$ cat src/rtl/i2cm_pkg.sv
// Shared types, codes and constants of the two-wire bus master sequencer.
package i2cm_pkg;

	localparam int unsigned I2CM_BUFFER_DEPTH = 16;

	localparam logic [2:0] MODE_LOAD  = 3'd0;
	localparam logic [2:0] MODE_START = 3'd1;
	localparam logic [2:0] MODE_EVENT = 3'd2;
	localparam logic [2:0] MODE_READ  = 3'd3;
	localparam logic [2:0] MODE_RETRY = 3'd4;

	localparam logic [7:0] STATUS_MASK      = 8'hFC;
	localparam logic [7:0] ST_START         = 8'h08;
	localparam logic [7:0] ST_REP_START     = 8'h10;
	localparam logic [7:0] ST_MTX_ADR_ACK   = 8'h18;
	localparam logic [7:0] ST_MTX_ADR_NACK  = 8'h20;
	localparam logic [7:0] ST_MTX_DATA_ACK  = 8'h28;
	localparam logic [7:0] ST_ARB_LOST      = 8'h38;
	localparam logic [7:0] ST_MRX_ADR_ACK   = 8'h40;
	localparam logic [7:0] ST_MRX_ADR_NACK  = 8'h48;
	localparam logic [7:0] ST_MRX_DATA_ACK  = 8'h50;
	localparam logic [7:0] ST_MRX_DATA_NACK = 8'h58;

	localparam logic [2:0] ACT_NONE    = 3'd0;
	localparam logic [2:0] ACT_START   = 3'd1;
	localparam logic [2:0] ACT_TX      = 3'd2;
	localparam logic [2:0] ACT_RX_ACK  = 3'd3;
	localparam logic [2:0] ACT_RX_NACK = 3'd4;
	localparam logic [2:0] ACT_STOP    = 3'd5;
	localparam logic [2:0] ACT_DISABLE = 3'd6;

	typedef enum logic [1:0] {
		WSEL_SLOT,
		WSEL_ADDR,
		WSEL_PTR
	} wsel_t;

	typedef enum logic [1:0] {
		PTR_HOLD,
		PTR_ZERO,
		PTR_ONE,
		PTR_INC
	} ptr_op_t;

	typedef struct packed {
		logic       capture;
		logic       out_load;
		logic       mem_we;
		wsel_t      wsel;
		ptr_op_t    ptr_op;
		logic       len_load;
		logic       clear_status;
		logic       set_busy;
		logic       clr_busy;
		logic       set_success;
		logic       latch_err;
		logic       tx_en;
		logic       rd_en;
		logic [2:0] action;
	} dp_cmd_t;

	typedef struct packed {
		logic [2:0] mode;
		logic [7:0] code;
		logic       busy;
		logic       success;
		logic       err;
		logic       retry_ok;
		logic       slot_ok;
		logic       ptr_ok;
		logic       zero_ok;
		logic       rx_more;
		logic       rx_more_inc;
	} dp_status_t;

endpackage

$ cat src/rtl/i2cm_datapath.sv
// Datapath of the sequencer: item registers, frame buffer, pointer, flags and result register.
module i2cm_datapath import i2cm_pkg::*; #(
	parameter int unsigned BUFFER_DEPTH = I2CM_BUFFER_DEPTH
) (
	input  logic             clk,
	input  logic             arst_n,
	input  logic [39:0]      in_data,
	input  dp_cmd_t          cmd,
	output dp_status_t       status,
	output logic [31:0]      out_data
);

	localparam int unsigned AW = (BUFFER_DEPTH > 1) ? $clog2(BUFFER_DEPTH) : 1;
	localparam int unsigned PW = $clog2(BUFFER_DEPTH + 1);
	localparam int unsigned CW = PW + 5;

	logic [7:0]    mem_q [BUFFER_DEPTH];
	logic [2:0]    mode_q;
	logic [6:0]    addr_q;
	logic          rnw_q;
	logic [3:0]    count_q;
	logic [4:0]    slot_q;
	logic [7:0]    data_q;
	logic [7:0]    bstat_q;
	logic [7:0]    rd_data_q;
	logic [PW-1:0] ptr_q;
	logic [PW-1:0] len_q;
	logic          busy_q;
	logic          success_q;
	logic          err_q;
	logic [7:0]    err_code_q;
	logic [31:0]   out_q;

	logic [2:0]    in_mode;
	logic [7:0]    in_code;
	logic [4:0]    in_slot;
	logic [AW-1:0] rd_addr;
	logic [AW-1:0] wr_addr;
	logic [7:0]    wr_data;
	logic [7:0]    code;
	logic [CW-1:0] slot_ext;
	logic [CW-1:0] cnt_ext;
	logic [CW-1:0] ptr_ext;
	logic [CW-1:0] len_ext;
	logic [PW-1:0] len_next;
	logic [7:0]    err_masked;

	assign in_mode = in_data[2:0];
	assign in_code = in_data[34:27] & STATUS_MASK;
	assign in_slot = {1'b0, in_data[18:15]} + 5'd1;

	always_comb begin
		if (in_mode == MODE_READ) begin
			rd_addr = AW'(in_slot);
		end else if (in_code == ST_START || in_code == ST_REP_START) begin
			rd_addr = '0;
		end else begin
			rd_addr = AW'(ptr_q);
		end
	end

	assign code     = bstat_q & STATUS_MASK;
	assign slot_ext = CW'(slot_q);
	assign cnt_ext  = CW'(count_q) + CW'(1);
	assign ptr_ext  = CW'(ptr_q);
	assign len_ext  = CW'(len_q);
	assign len_next = (cnt_ext > CW'(BUFFER_DEPTH)) ? PW'(BUFFER_DEPTH) : cnt_ext[PW-1:0];
	assign err_masked = err_code_q & STATUS_MASK;

	always_comb begin
		status.mode        = mode_q;
		status.code        = code;
		status.busy        = busy_q;
		status.success     = success_q;
		status.err         = err_q;
		status.retry_ok    = err_q && (err_masked == ST_MTX_ADR_NACK ||
			err_masked == ST_MRX_ADR_NACK);
		status.slot_ok     = slot_ext < CW'(BUFFER_DEPTH);
		status.ptr_ok      = (ptr_ext < len_ext) && (ptr_ext < CW'(BUFFER_DEPTH));
		status.zero_ok     = len_q != '0;
		status.rx_more     = (ptr_ext + CW'(1)) < len_ext;
		status.rx_more_inc = (ptr_ext + CW'(2)) < len_ext;
	end

	always_comb begin
		case (cmd.wsel)
			WSEL_SLOT: begin
				wr_addr = AW'(slot_q);
				wr_data = data_q;
			end
			WSEL_ADDR: begin
				wr_addr = '0;
				wr_data = {addr_q, rnw_q};
			end
			WSEL_PTR: begin
				wr_addr = AW'(ptr_q);
				wr_data = data_q;
			end
			default: begin
				wr_addr = '0;
				wr_data = data_q;
			end
		endcase
	end

	always_ff @(posedge clk) begin
		if (cmd.capture) begin
			mode_q    <= in_mode;
			addr_q    <= in_data[9:3];
			rnw_q     <= in_data[10];
			count_q   <= in_data[14:11];
			slot_q    <= in_slot;
			data_q    <= in_data[26:19];
			bstat_q   <= in_data[34:27];
			rd_data_q <= mem_q[rd_addr];
		end
		if (cmd.mem_we) begin
			mem_q[wr_addr] <= wr_data;
		end
	end

	always_ff @(posedge clk or negedge arst_n) begin
		if (!arst_n) begin
			ptr_q      <= '0;
			len_q      <= '0;
			busy_q     <= 1'b0;
			success_q  <= 1'b0;
			err_q      <= 1'b0;
			err_code_q <= '0;
		end else begin
			case (cmd.ptr_op)
				PTR_HOLD: ptr_q <= ptr_q;
				PTR_ZERO: ptr_q <= '0;
				PTR_ONE:  ptr_q <= PW'(1);
				PTR_INC:  ptr_q <= ptr_q + PW'(1);
				default:  ptr_q <= ptr_q;
			endcase
			if (cmd.len_load) begin
				len_q <= len_next;
			end
			if (cmd.clear_status) begin
				success_q  <= 1'b0;
				err_q      <= 1'b0;
				err_code_q <= '0;
			end
			if (cmd.set_success) begin
				success_q <= 1'b1;
			end
			if (cmd.latch_err) begin
				err_q      <= 1'b1;
				err_code_q <= bstat_q;
			end
			if (cmd.set_busy) begin
				busy_q <= 1'b1;
			end else if (cmd.clr_busy) begin
				busy_q <= 1'b0;
			end
		end
	end

	// The result reports the flags as they stand after this item.
	always_ff @(posedge clk) begin
		if (cmd.out_load) begin
			out_q[2:0]   <= cmd.action;
			out_q[10:3]  <= cmd.tx_en ? rd_data_q : 8'd0;
			out_q[11]    <= cmd.set_busy | (busy_q & ~cmd.clr_busy);
			out_q[12]    <= cmd.set_success | (success_q & ~cmd.clear_status);
			out_q[13]    <= cmd.latch_err | (err_q & ~cmd.clear_status);
			out_q[21:14] <= cmd.latch_err ? bstat_q :
				(cmd.clear_status ? 8'd0 : err_code_q);
			out_q[29:22] <= cmd.rd_en ? rd_data_q : 8'd0;
			out_q[30]    <= cmd.rd_en;
			out_q[31]    <= 1'b0;
		end
	end

	assign out_data = out_q;

endmodule

$ cat src/rtl/i2cm_ctrl.sv
// Controller of the sequencer: handshake state machine and command decode.
module i2cm_ctrl import i2cm_pkg::*; (
	input  logic       clk,
	input  logic       arst_n,
	input  logic       in_valid,
	output logic       in_ready,
	output logic       out_valid,
	input  logic       out_ready,
	input  dp_status_t status,
	output dp_cmd_t    cmd
);

	typedef enum logic [1:0] {
		S_IDLE = 2'b01,
		S_EXEC = 2'b10
	} state_t;

	state_t state_q;
	logic   out_valid_q;
	logic   accept;
	logic   exec;

	assign in_ready  = (state_q == S_IDLE) && (!out_valid_q || out_ready);
	assign accept    = in_valid && in_ready;
	assign exec      = state_q == S_EXEC;
	assign out_valid = out_valid_q;

	always_ff @(posedge clk or negedge arst_n) begin
		if (!arst_n) begin
			state_q     <= S_IDLE;
			out_valid_q <= 1'b0;
		end else begin
			case (state_q)
				S_IDLE: begin
					if (accept) begin
						state_q <= S_EXEC;
					end
				end
				S_EXEC: begin
					state_q <= S_IDLE;
				end
				default: begin
					state_q <= S_IDLE;
				end
			endcase
			if (exec) begin
				out_valid_q <= 1'b1;
			end else if (out_ready) begin
				out_valid_q <= 1'b0;
			end
		end
	end

	always_comb begin
		cmd              = '0;
		cmd.wsel         = WSEL_SLOT;
		cmd.ptr_op       = PTR_HOLD;
		cmd.action       = ACT_NONE;
		cmd.capture      = accept;
		cmd.out_load     = exec;
		if (exec) begin
			case (status.mode)
				MODE_LOAD: begin
					cmd.mem_we = !status.busy && status.slot_ok;
					cmd.wsel   = WSEL_SLOT;
				end
				MODE_START: begin
					if (!status.busy) begin
						cmd.mem_we       = 1'b1;
						cmd.wsel         = WSEL_ADDR;
						cmd.len_load     = 1'b1;
						cmd.clear_status = 1'b1;
						cmd.set_busy     = 1'b1;
						cmd.action       = ACT_START;
					end
				end
				MODE_EVENT: begin
					if (status.busy) begin
						case (status.code)
							ST_START, ST_REP_START: begin
								if (status.zero_ok) begin
									cmd.tx_en  = 1'b1;
									cmd.ptr_op = PTR_ONE;
									cmd.action = ACT_TX;
								end else begin
									cmd.ptr_op      = PTR_ZERO;
									cmd.set_success = 1'b1;
									cmd.clr_busy    = 1'b1;
									cmd.action      = ACT_STOP;
								end
							end
							ST_MTX_ADR_ACK, ST_MTX_DATA_ACK: begin
								if (status.ptr_ok) begin
									cmd.tx_en  = 1'b1;
									cmd.ptr_op = PTR_INC;
									cmd.action = ACT_TX;
								end else begin
									cmd.set_success = 1'b1;
									cmd.clr_busy    = 1'b1;
									cmd.action      = ACT_STOP;
								end
							end
							ST_MRX_DATA_ACK: begin
								if (status.ptr_ok) begin
									cmd.mem_we = 1'b1;
									cmd.wsel   = WSEL_PTR;
									cmd.ptr_op = PTR_INC;
									cmd.action = status.rx_more_inc ? ACT_RX_ACK : ACT_RX_NACK;
								end else begin
									cmd.action = status.rx_more ? ACT_RX_ACK : ACT_RX_NACK;
								end
							end
							ST_MRX_ADR_ACK: begin
								cmd.action = status.rx_more ? ACT_RX_ACK : ACT_RX_NACK;
							end
							ST_MRX_DATA_NACK: begin
								cmd.mem_we      = status.ptr_ok;
								cmd.wsel        = WSEL_PTR;
								cmd.set_success = 1'b1;
								cmd.clr_busy    = 1'b1;
								cmd.action      = ACT_STOP;
							end
							ST_ARB_LOST: begin
								cmd.action = ACT_START;
							end
							default: begin
								cmd.latch_err = 1'b1;
								cmd.clr_busy  = 1'b1;
								cmd.action    = ACT_DISABLE;
							end
						endcase
					end
				end
				MODE_READ: begin
					cmd.rd_en = !status.busy && status.success && status.slot_ok;
				end
				MODE_RETRY: begin
					if (!status.busy && status.retry_ok) begin
						cmd.clear_status = 1'b1;
						cmd.set_busy     = 1'b1;
						cmd.action       = ACT_START;
					end
				end
				default: begin
					cmd.action = ACT_NONE;
				end
			endcase
		end
	end

endmodule

$ cat src/rtl/i2c_master_transfer_sequencer.sv
// Top level of the two-wire bus master transfer sequencer.
// Flow: an accepted item is captured, executed in the execute state, and its result registered.
// A new item is taken only after the last one has executed; the buffer read registered at the accept edge
// is used in the execute cycle, and a new item waits while a result item is not taken.
// Reset: arst_n clears pointer, frame length and all flags at once; the frame
// buffer holds no defined value until written.
module i2c_master_transfer_sequencer import i2cm_pkg::*; #(
	parameter int unsigned BUFFER_DEPTH = I2CM_BUFFER_DEPTH
) (
	input  logic        clk,
	input  logic        arst_n,
	input  logic        s_tvalid,
	output logic        s_tready,
	// mode[2:0], device_address[9:3], read_not_write[10], byte_count[14:11],
	// byte_index[18:15], data_byte[26:19], bus_status[34:27], zero[39:35]
	input  logic [39:0] s_tdata,
	output logic        m_tvalid,
	input  logic        m_tready,
	// bus_action[2:0], tx_byte[10:3], busy_res[11], transfer_ok[12],
	// error_valid[13], error_status[21:14], read_byte[29:22], read_valid[30], zero[31]
	output logic [31:0] m_tdata
);

	dp_cmd_t    cmd;
	dp_status_t status;

	i2cm_ctrl u_ctrl (
		.clk       (clk),
		.arst_n    (arst_n),
		.in_valid  (s_tvalid),
		.in_ready  (s_tready),
		.out_valid (m_tvalid),
		.out_ready (m_tready),
		.status    (status),
		.cmd       (cmd)
	);

	i2cm_datapath #(
		.BUFFER_DEPTH (BUFFER_DEPTH)
	) u_datapath (
		.clk      (clk),
		.arst_n   (arst_n),
		.in_data  (s_tdata),
		.cmd      (cmd),
		.status   (status),
		.out_data (m_tdata)
	);

	a_accept_empties_out: assert property (@(posedge clk) disable iff (!arst_n)
		s_tvalid && s_tready |=> !m_tvalid)
		else $error("result register not free after an accepted item");

	a_result_follows: assert property (@(posedge clk) disable iff (!arst_n)
		s_tvalid && s_tready |-> ##2 m_tvalid)
		else $error("no result two cycles after an accepted item");

	a_tx_needs_busy: assert property (@(posedge clk) disable iff (!arst_n)
		m_tvalid && (m_tdata[2:0] == ACT_TX || m_tdata[2:0] == ACT_START) |-> m_tdata[11])
		else $error("transmit or start reported while idle");

	a_read_needs_ok: assert property (@(posedge clk) disable iff (!arst_n)
		m_tvalid && m_tdata[30] |-> m_tdata[12] && !m_tdata[11])
		else $error("read reported without a successful idle frame");

endmodule

$ cat config.mk
export PLATFORM = sky130hd
export DESIGN_NAME = i2c_master_transfer_sequencer
export DESIGN_NICKNAME = d
export VERILOG_FILES = /design/src/rtl/i2cm_pkg.sv /design/src/rtl/i2cm_datapath.sv /design/src/rtl/i2cm_ctrl.sv /design/src/rtl/i2c_master_transfer_sequencer.sv
export SDC_FILE = /design/constraint.sdc
export NUM_CORES = 1
export LEC_CHECK = 0
export BUFFER_PORTS_ARGS = -buffer_cell sky130_fd_sc_hd__buf_2
export CAP_MARGIN = 10
export CORE_UTILIZATION = 40
export CTS_BUF_LIST = sky130_fd_sc_hd__clkbuf_2
export CTS_CLUSTER_SIZE = 10
export DETAILED_ROUTE_END_ITERATION = 10
export HOLD_SLACK_MARGIN = 0.02
export SETUP_SLACK_MARGIN = 0.2
export SYNTH_ARGS = -nofsm -noshare
export SYNTH_HDL_FRONTEND = slang
export SYNTH_HIERARCHICAL = 1
export SYNTH_SLANG_ARGS = --single-unit
$ cat constraint.sdc
create_clock -name clk -period 4.9 [get_ports clk]
set_clock_uncertainty 0.2 [all_clocks]
set_input_delay 0.245 -clock clk [delete_from_list [all_inputs] [get_ports clk]]
set_output_delay 0.245 -clock clk [all_outputs]
set_load 0.005 [all_outputs]
# Yosys cells after proc, flatten, opt, wreduce, memory -nomap -nowiden
# Memory sizes are Yosys's and may differ from the RTL's. A register that Yosys moved wholly into a read port is not among the register bits.
# Index checks and enable logic that the tools add are counted.
[word_totals] register_bits=91 ramBits=128 output_inout_bits=34 n_memories=1
[mem_list] name="u_datapath.mem_q" depth=16 width=8 rd=1 rd_ports_with_merged_regs=1 wr=1 line_no="i2cm_datapath.sv:17" rtl="logic [7:0] mem_q [BUFFER_DEPTH];"
[op_classes] addsub=5 order_cmp=6 n_eq_ne=25 n_mux=54 bitwise=8 reduce_logical=25
[op_table] cell="$eq 6x5->1 const B" count=4
[op_table] cell="$mux 3" count=8
[op_table] cell="$mux 8" count=3
[op_table] cell="$lt 10x5->1" count=2
[op_table] cell="$eq 6x3->1 const B" count=3
[op_table] cell="$eq 6x4->1 const B" count=3
[op_table] cell="$pmux 3 s3" count=2
[op_table] cell="$pmux 3 s6" count=1
[op_table] cell="$mux 1" count=16
[op_table] cell="$mux 16" count=1
[op_table] cell="$mux 2" count=8
[op_table] cell="$mux 4" count=4
[op_table] cell="$mux 5" count=3
[op_table] cell="$pmux 5 s3" count=1
[op_table] cell="$eq 6x2->1 const B" count=2
[op_table] cell="$add 4x1->5 const B" count=2
[op_table] cell="$gt 10x5->1 const B" count=1
[op_table] cell="$lt 5x5->1 const B" count=2
[op_table] cell="$eq 3x2->1 const B" count=3
[op_table] cell="$eq 2x2->1 const B" count=4
[op_table] cell="$logic_and 1x1->1" count=8
[op_table] cell="$pmux 4 s2" count=1
[op_table] cell="$reduce_bool 2->1" count=4
[op_table] cell="$reduce_or 8->1" count=1
[op_table] cell="other kinds (23)" count=36

# Depth between registers and ports, before layout
# Gate-level depths: netlist (run 1).
[depth] depth_word=11 ltp_mapped=14

# Modules after synthesis
# Netlist (run 1), hierarchy kept.
[modules_own_cells] mod="i2cm_datapath" n_inst=1 cells_per_inst=633 area_per_inst_um2=9266.4
[modules_own_cells] mod="i2cm_ctrl" n_inst=1 cells_per_inst=89 area_per_inst_um2=578.1

# Worst setup path before layout (run 1)
# OpenSTA, ideal clock, no wires.
[synth_timing] kind="register to register" from="register u_datapath.ptr_q[1]" to="memory u_datapath.mem_q[2][0] (enable)" setup_ns=0.370 arrival_time_ns=3.416 required_time_ns=4.330 slack_ns=0.913 stages_incl_launch_ff=15 path_cell_list="dfrtp_1 inv_1 ha_1 a21oi_1 o21a_1 o21ai_0 nand2b_1 a211oi_1 o21ai_0 nor2_1 clkbuf_1 mux2i_1 nor2_1 or3b_2 nor2_1"
[synth_rtl] item="start: declaration" line_no="i2cm_datapath.sv:26" rtl="logic [PW-1:0] ptr_q;"
[synth_rtl] item="start signal: assignment" line_no="i2cm_datapath.sv:132" rtl="PTR_HOLD: ptr_q <= ptr_q;"
[synth_rtl] item="start signal: assignment" line_no="i2cm_datapath.sv:135" rtl="PTR_INC: ptr_q <= ptr_q + PW'(1);"
[synth_rtl] item="start signal: assignment" line_no="i2cm_datapath.sv:136" rtl="default: ptr_q <= ptr_q;"
[synth_rtl] item="end: declaration" line_no="i2cm_datapath.sv:17"

==> impl_results.md, run 1 <==
* Outcome: completed
* CP Cell Sequence: inv_1, ha_1, a21oi_1, o21a_1, o21ai_0, nand2b_1, a211oi_1, buf_4, o21ai_0, nor2_1, buf_4, mux2i_1, nor2_1, nand3b_1, nor2_1
* Slew margin rel. at 32.56%
* Maximum VDD drop at 0.1962 mV
* RSZ-0062 raised after global routing: no
* Avg WL per Cell at 17.51 um
* Vias in the first global route at 6425
* DP Area at 10450 um2
* Postcts setup bufs at 0
* Worst Path Required at 5120 ps
* Synth-to-Final Area Change at 18.99%
* Mapped cell area at 9837 um2
* Peak per-stage delay on the critical path at 650 ps
* CORE AREA at 24250 um2
* Power density over cell area at 342.9 nW/um2
* Initial antenna violation count at 1
* Worst Max-Slew Pin Slew at 1012 ps
* R2R setup slack at 810 ps
* Fin Hold WS at 141.1 ps
* Die H at 158.8 um
* Pleak at 4.357 nW
* CP dominant cell by count: nor2_1
* Root buffer cell: clkbuf_2
* Total GRT Usage at 17.56%
* Top delay family on crit path: simple AND/OR/NAND/NOR gates
* Slew Viols, Final at 0
* Max Fclk at 244.4 MHz
* CTS tree: built
* Post-DRT Antenna Nets at 0
* Worst skew pair latency at 820 ps
* Die Area at 25220 um2
* Most common cell after layout, fill and taps aside: edfxtp_1
* Overflow after GRT at 0
* Commonest cells after routing, fill and taps aside: edfxtp_1 (203), clkbuf_2 (81), dlygate4sd3_1 (74)
* IO Port Bufs at 71
* Post-DP HPWL at 13.12 mm
* Initial Utilization at 40.57%
* TritonCTS Buffers at 56
* Vias at 6552
* CTS max path bufs at 3
* Nets at 956
* Syn. warnings at 6
* DRC violations left at 0
* Max_cap viols at 0
* Number of DRC markers in iteration 0 at 415
* CTS resizes at 0
* Number of fill cells at 2181
* Vias per cell at 5.196
* Tightest Hold Check Type: in -> reg
* Pin count of the biggest net entering global routing at 45
* Die W at 158.8 um
* Syn Area/Cell at 13.64 um2
* H-tree Lvls at 2
* Post-Layout Inst Area at 11710 um2
* Period utilization at 83.51%
* Wirelength, routed at 22.08 mm
* Row cnt at 57
* CP Class: reg -> reg
* Final setup vio count at 0
* GPL Wtd Cong at 0.7693
* Setup TNS at 0 ps
* Final Hold Fails at 0
* First-pass GRT wire length at 34.22 mm
* Crit Path Max Fanout at 10
* Num Clock Sinks at 227
* First-pass DRT Iterations at 7
* I/O Pins at 78
* Synth Instances at 721
* CP max stage cell: nor2_1
* Worst-path clk slew at 90 ps
* Post-CTS Hold Fix Bufs at 75
* CP startpoint kind: register
* CP Buf/Inv Count at 3
* Layout cells sized above 1 at 21.15%
* Worst EP arrival at 4310 ps
* Critical Path End Type: register
* Tmin final at 4092 ps
[stage by stage]
step | std cells | setup slack [ps] | power, W | util (%)
floorplan | 723 | 913.4 | 0.002637 | -
global placement | 1087 | 887.1 | 0.002781 | 43.08
detailed placement | 1087 | 820.7 | 0.002789 | 43.08
CTS | 1260 | 811.0 | 0.004046 | 48.26
global route | 1261 | 447.3 | 0.004213 | 48.27
finish | 1261 | 808.1 | 0.004014 | 48.27
[worst min-delay path, stage by stage]
cell	delay (ps)
dlygate4sd3_1	530
buf_2	150
inv_1	90
[cell type report]
class	count	area, um2	share of cell area (%)
timing repair buffer	162	1236	10.56
inverter	16	60.06	0.5131
antenna	1	2.502	0.02138
clock buffer	81	405.4	3.463
sequential	227	6698	57.22
clock inverter	17	90.09	0.7696
tap	324	405.4	3.463
multi-input combinational	433	2808	23.99
[power breakdown]
part	total (W)	switching, W	internal, W	leakage [nW]
sequential	0.00228	0.0000551	0.00223	2.16
combinational	0.000514	0.000296	0.000218	1.82
clock	0.00122	0.000726	0.000491	0.376
[registers in the layout, summed over array words and instances (netlist names), 7 cells and up]
| signal | flops |
|---|---|
| u_datapath/addr_q | 7 |
| u_datapath/data_q | 8 |
| u_datapath/out_data | 31 |
| u_datapath/err_code_q | 8 |
| u_datapath/mem_q | 128 |
| u_datapath/bstat_q | 8 |
| u_datapath/rd_data_q | 8 |
[per-layer routing]
metal	vias to the layer above	GRT usage (%)	part of all wire, %
met5	-	0	0
met4	0	6.929	2.3
met3	40	3.631	7.0
met2	218	27.95	47
met1	3179	23.50	44
li1	3115	-	-
[path summary, 6_finish.rpt]
check,startpoint,end,cells after the start
worst min register to register,u_datapath/bstat_q[1],u_datapath/err_code_q[1],1
worst max register to register,u_datapath/ptr_q[1],u_datapath/mem_q[4][5],15
min in group asynchronous,arst_n,u_datapath/success_q,4
worst min-delay path,s_tdata[15],u_datapath/slot_q[0],3
worst max-delay path,u_datapath/ptr_q[1],u_datapath/mem_q[4][5],15
max in group asynchronous,arst_n,u_datapath/len_q[3],4
No activity file was read; power rests on OpenSTA's default activity.
==> run 2, diff against run 1 <==
--- a/config.mk
+++ b/config.mk
@@ -5,6 +5,7 @@
 export SDC_FILE = /design/constraint.sdc
 export NUM_CORES = 1
 export LEC_CHECK = 0
+export ABC_AREA = 1
 export BUFFER_PORTS_ARGS = -buffer_cell sky130_fd_sc_hd__buf_2
 export CAP_MARGIN = 10
 export CORE_UTILIZATION = 40
==> constraint.sdc (replaced) <==
create_clock -name clk -period 3.71 [get_ports clk]
set_clock_uncertainty 0.2 [all_clocks]
set_input_delay 0.1855 -clock clk [delete_from_list [all_inputs] [get_ports clk]]
set_output_delay 0.1855 -clock clk [all_outputs]
set_load 0.005 [all_outputs]
==> run 2 against run 1 <==
Global-route usage grew 0.36 points. Sequential share of layout area down 2.8 points. Non-clock buffer count rose by 13. Die area grew 5.2%. Critical path depth up 1. Fmax up 25%. Cell count rose by 22%. Total power up 32%. Sequential power is 34% higher. Critical path type unchanged.
==> impl_results.md, run 2 <==
* Vias in the first global route at 7090
* Layout cells sized above 1 at 20.07%
* Die W at 162.9 um
* CP startpoint kind: register
* First-pass GRT wire length at 36.47 mm
* Worst-path clk slew at 110 ps
* CTS max path bufs at 3
* Tightest Hold Check Type: in -> reg
* Setup WS pre-CTS at 187.8 ps
* Critical Path End Type: register
* CP Buf/Inv Count at 5
* IO Port Bufs at 71
* Critical path depth at 16
* Worst Setup Slack, final at 448.8 ps
* Postcts setup bufs at 0
* Worst skew pair latency at 840 ps
* Power density over cell area at 431.4 nW/um2
* Row cnt at 58
* TritonCTS Buffers at 55
* Outcome: completed
* Setup TNS at 0 ps
* CORE AREA at 25250 um2
* Pleak at 5.444 nW
* Max Fclk at 306.6 MHz
* Wirelength, routed at 22.66 mm
* Top delay family on crit path: simple AND/OR/NAND/NOR gates
* I/O Pins at 78
* Nets at 1234
* Die H at 162.9 um
* Initial antenna violation count at 1
* Initial Utilization at 41.01%
* Maximum VDD drop at 0.2620 mV
* Total GRT Usage at 17.92%
* Avg WL per Cell at 14.74 um
* Post-DP HPWL at 14.12 mm
* Mapped cell area at 10360 um2
* R2R setup slack at 450 ps
* Period utilization at 87.90%
* Slew margin rel. at 36.27%
* Die Area at 26540 um2
* Synth-to-Final Area Change at 18.88%
* H-tree Lvls at 2
* Worst Path Required at 3980 ps
* CTS tree: built
* First-pass DRT Iterations at 5
* RR Endpoint: u_datapath/mem_q[14][4]
* Hold Path End: u_datapath/slot_q[0]
* Number of DRC markers in iteration 0 at 512
* Num Clock Sinks at 227
* Syn Area/Cell at 10.48 um2
* Hold depth at 3
* Crit Path Max Fanout at 8
* CP Class: reg -> reg
* Tmin final at 3261 ps
* Peak per-stage delay on the critical path at 460 ps
* Root buffer cell: clkbuf_2
* CP Cell Sequence: ha_1, nand2_1, o21ai_0, a211oi_1, buf_4, inv_1, nor2_1, nand3_1, o21ai_2, inv_1, nand2_1, o22ai_2, inv_1, nand2_1, nor2_1, buf_4
* Worst reg-to-reg path cell count at 16
* Synth Instances at 988
* GPL Wtd Cong at 0.8050
* CP max stage cell: dfrtp_1
* Vias at 7243
* Post-DRT Antenna Nets at 0
* Origin of the critical flop-to-flop path: u_datapath/ptr_q[3]
* Most common cell after layout, fill and taps aside: nand2_1
* Syn. warnings at 6
* Final setup vio count at 0
* DRC violations left at 0
* Most flops, register: u_datapath/mem_q
* Pin count of the biggest net entering global routing at 65
* Worst Max-Slew Pin Slew at 954.5 ps
* Vias per cell at 4.712
* Max_cap viols at 0
* Worst hold path startpoint: s_tdata[15]
* Final Hold Fails at 0
* RSZ-0062 raised after global routing: no
* Slew Viols, Final at 0
* Commonest cells after routing, fill and taps aside: nand2_1 (218), edfxtp_1 (203), nand3_1 (163)
* Overflow after GRT at 0
* Max reg flops at 128
* Worst EP arrival at 3530 ps
-- run 2: cell count changes in the layout (fill, tap and decap cells not counted), sizes merged, moves of 18 or more --
cell | previous run | this run
nand3 | 60 | 163
nand2 | 48 | 231
mux2i | 19 | 0
inv | 16 | 158
o21ai | 48 | 28
and2 | 18 | 0
nor2 | 39 | 60
-- run 2: layer usage --
metal,share of wire (%),up-vias,GRT usage [%]
met4,2.0,0,6.245
li1,-,3673,-
met5,0,-,0
met1,46,3318,23.79
met3,6.3,40,3.845
met2,46,212,28.97
-- run 2: worst max path at each step --
| stage | to | startpoint | slack, ps |
|---|---|---|---|
| global route | u_datapath/mem_q[14][4] | u_datapath/len_q[4] | 210 |
| global placement | u_datapath/mem_q[4][3] | u_datapath/len_q[4] | 210 |
| floorplan | u_datapath/mem_q[12][0] | u_datapath/ptr_q[2] | 500 |
| CTS | u_datapath/mem_q[14][2] | u_datapath/len_q[4] | 210 |
| finish | u_datapath/mem_q[14][4] | u_datapath/ptr_q[3] | 450 |
| detailed placement | u_datapath/mem_q[14][1] | u_datapath/len_q[4] | 190 |
-- run 2: worst min-delay path: stages --
cell and delay [ps]:
dlygate4sd3_1 540, buf_2 140, inv_1 80
-- run 2: layout make-up --
class	count	area [um2]
antenna	1	2.502
multi-input combinational	558	2809
fill	2287	12940
clock buffer	79	395.4
inverter	157	589.3
sequential	227	6698
clock inverter	10	71.32
tap	330	412.9
timing repair buffer	175	1334
-- run 2: through the flow --
step                      cells  utilization, %  cell area, um2  hold WS, ps  total power [W]
after floorplan             990               -           10360       -310.1         0.003539
after global placement     1372           43.77           11050        22.75         0.003721
after detailed placement   1372           43.77           11050        25.23         0.003734
after CTS                  1536           48.63           12280        20.08         0.005379
after global routing       1537           48.75           12310        49.61         0.005614
final                      1537           48.75           12310        96.30         0.005311
-- run 2: power by group --
group | internal (W) | switching (W) | total (W) | leakage (nW)
logic | 0.000249 | 0.000437 | 0.000686 | 2.95
clock network | 0.000633 | 0.000934 | 0.00157 | 0.366
registers | 0.00299 | 0.0000682 | 0.00306 | 2.12
total | 0.00387 | 0.00144 | 0.00531 | 5.44
-- run 2: timing repair --
action | in CTS | in global routing
endpoints found under the setup margin | 8 | 256
endpoints found under the hold margin | 98 | 0
pin swaps | 0 | 2
gates cloned | 0 | 0
hold buffers | 75 | 0
resized for setup | 1 | 9
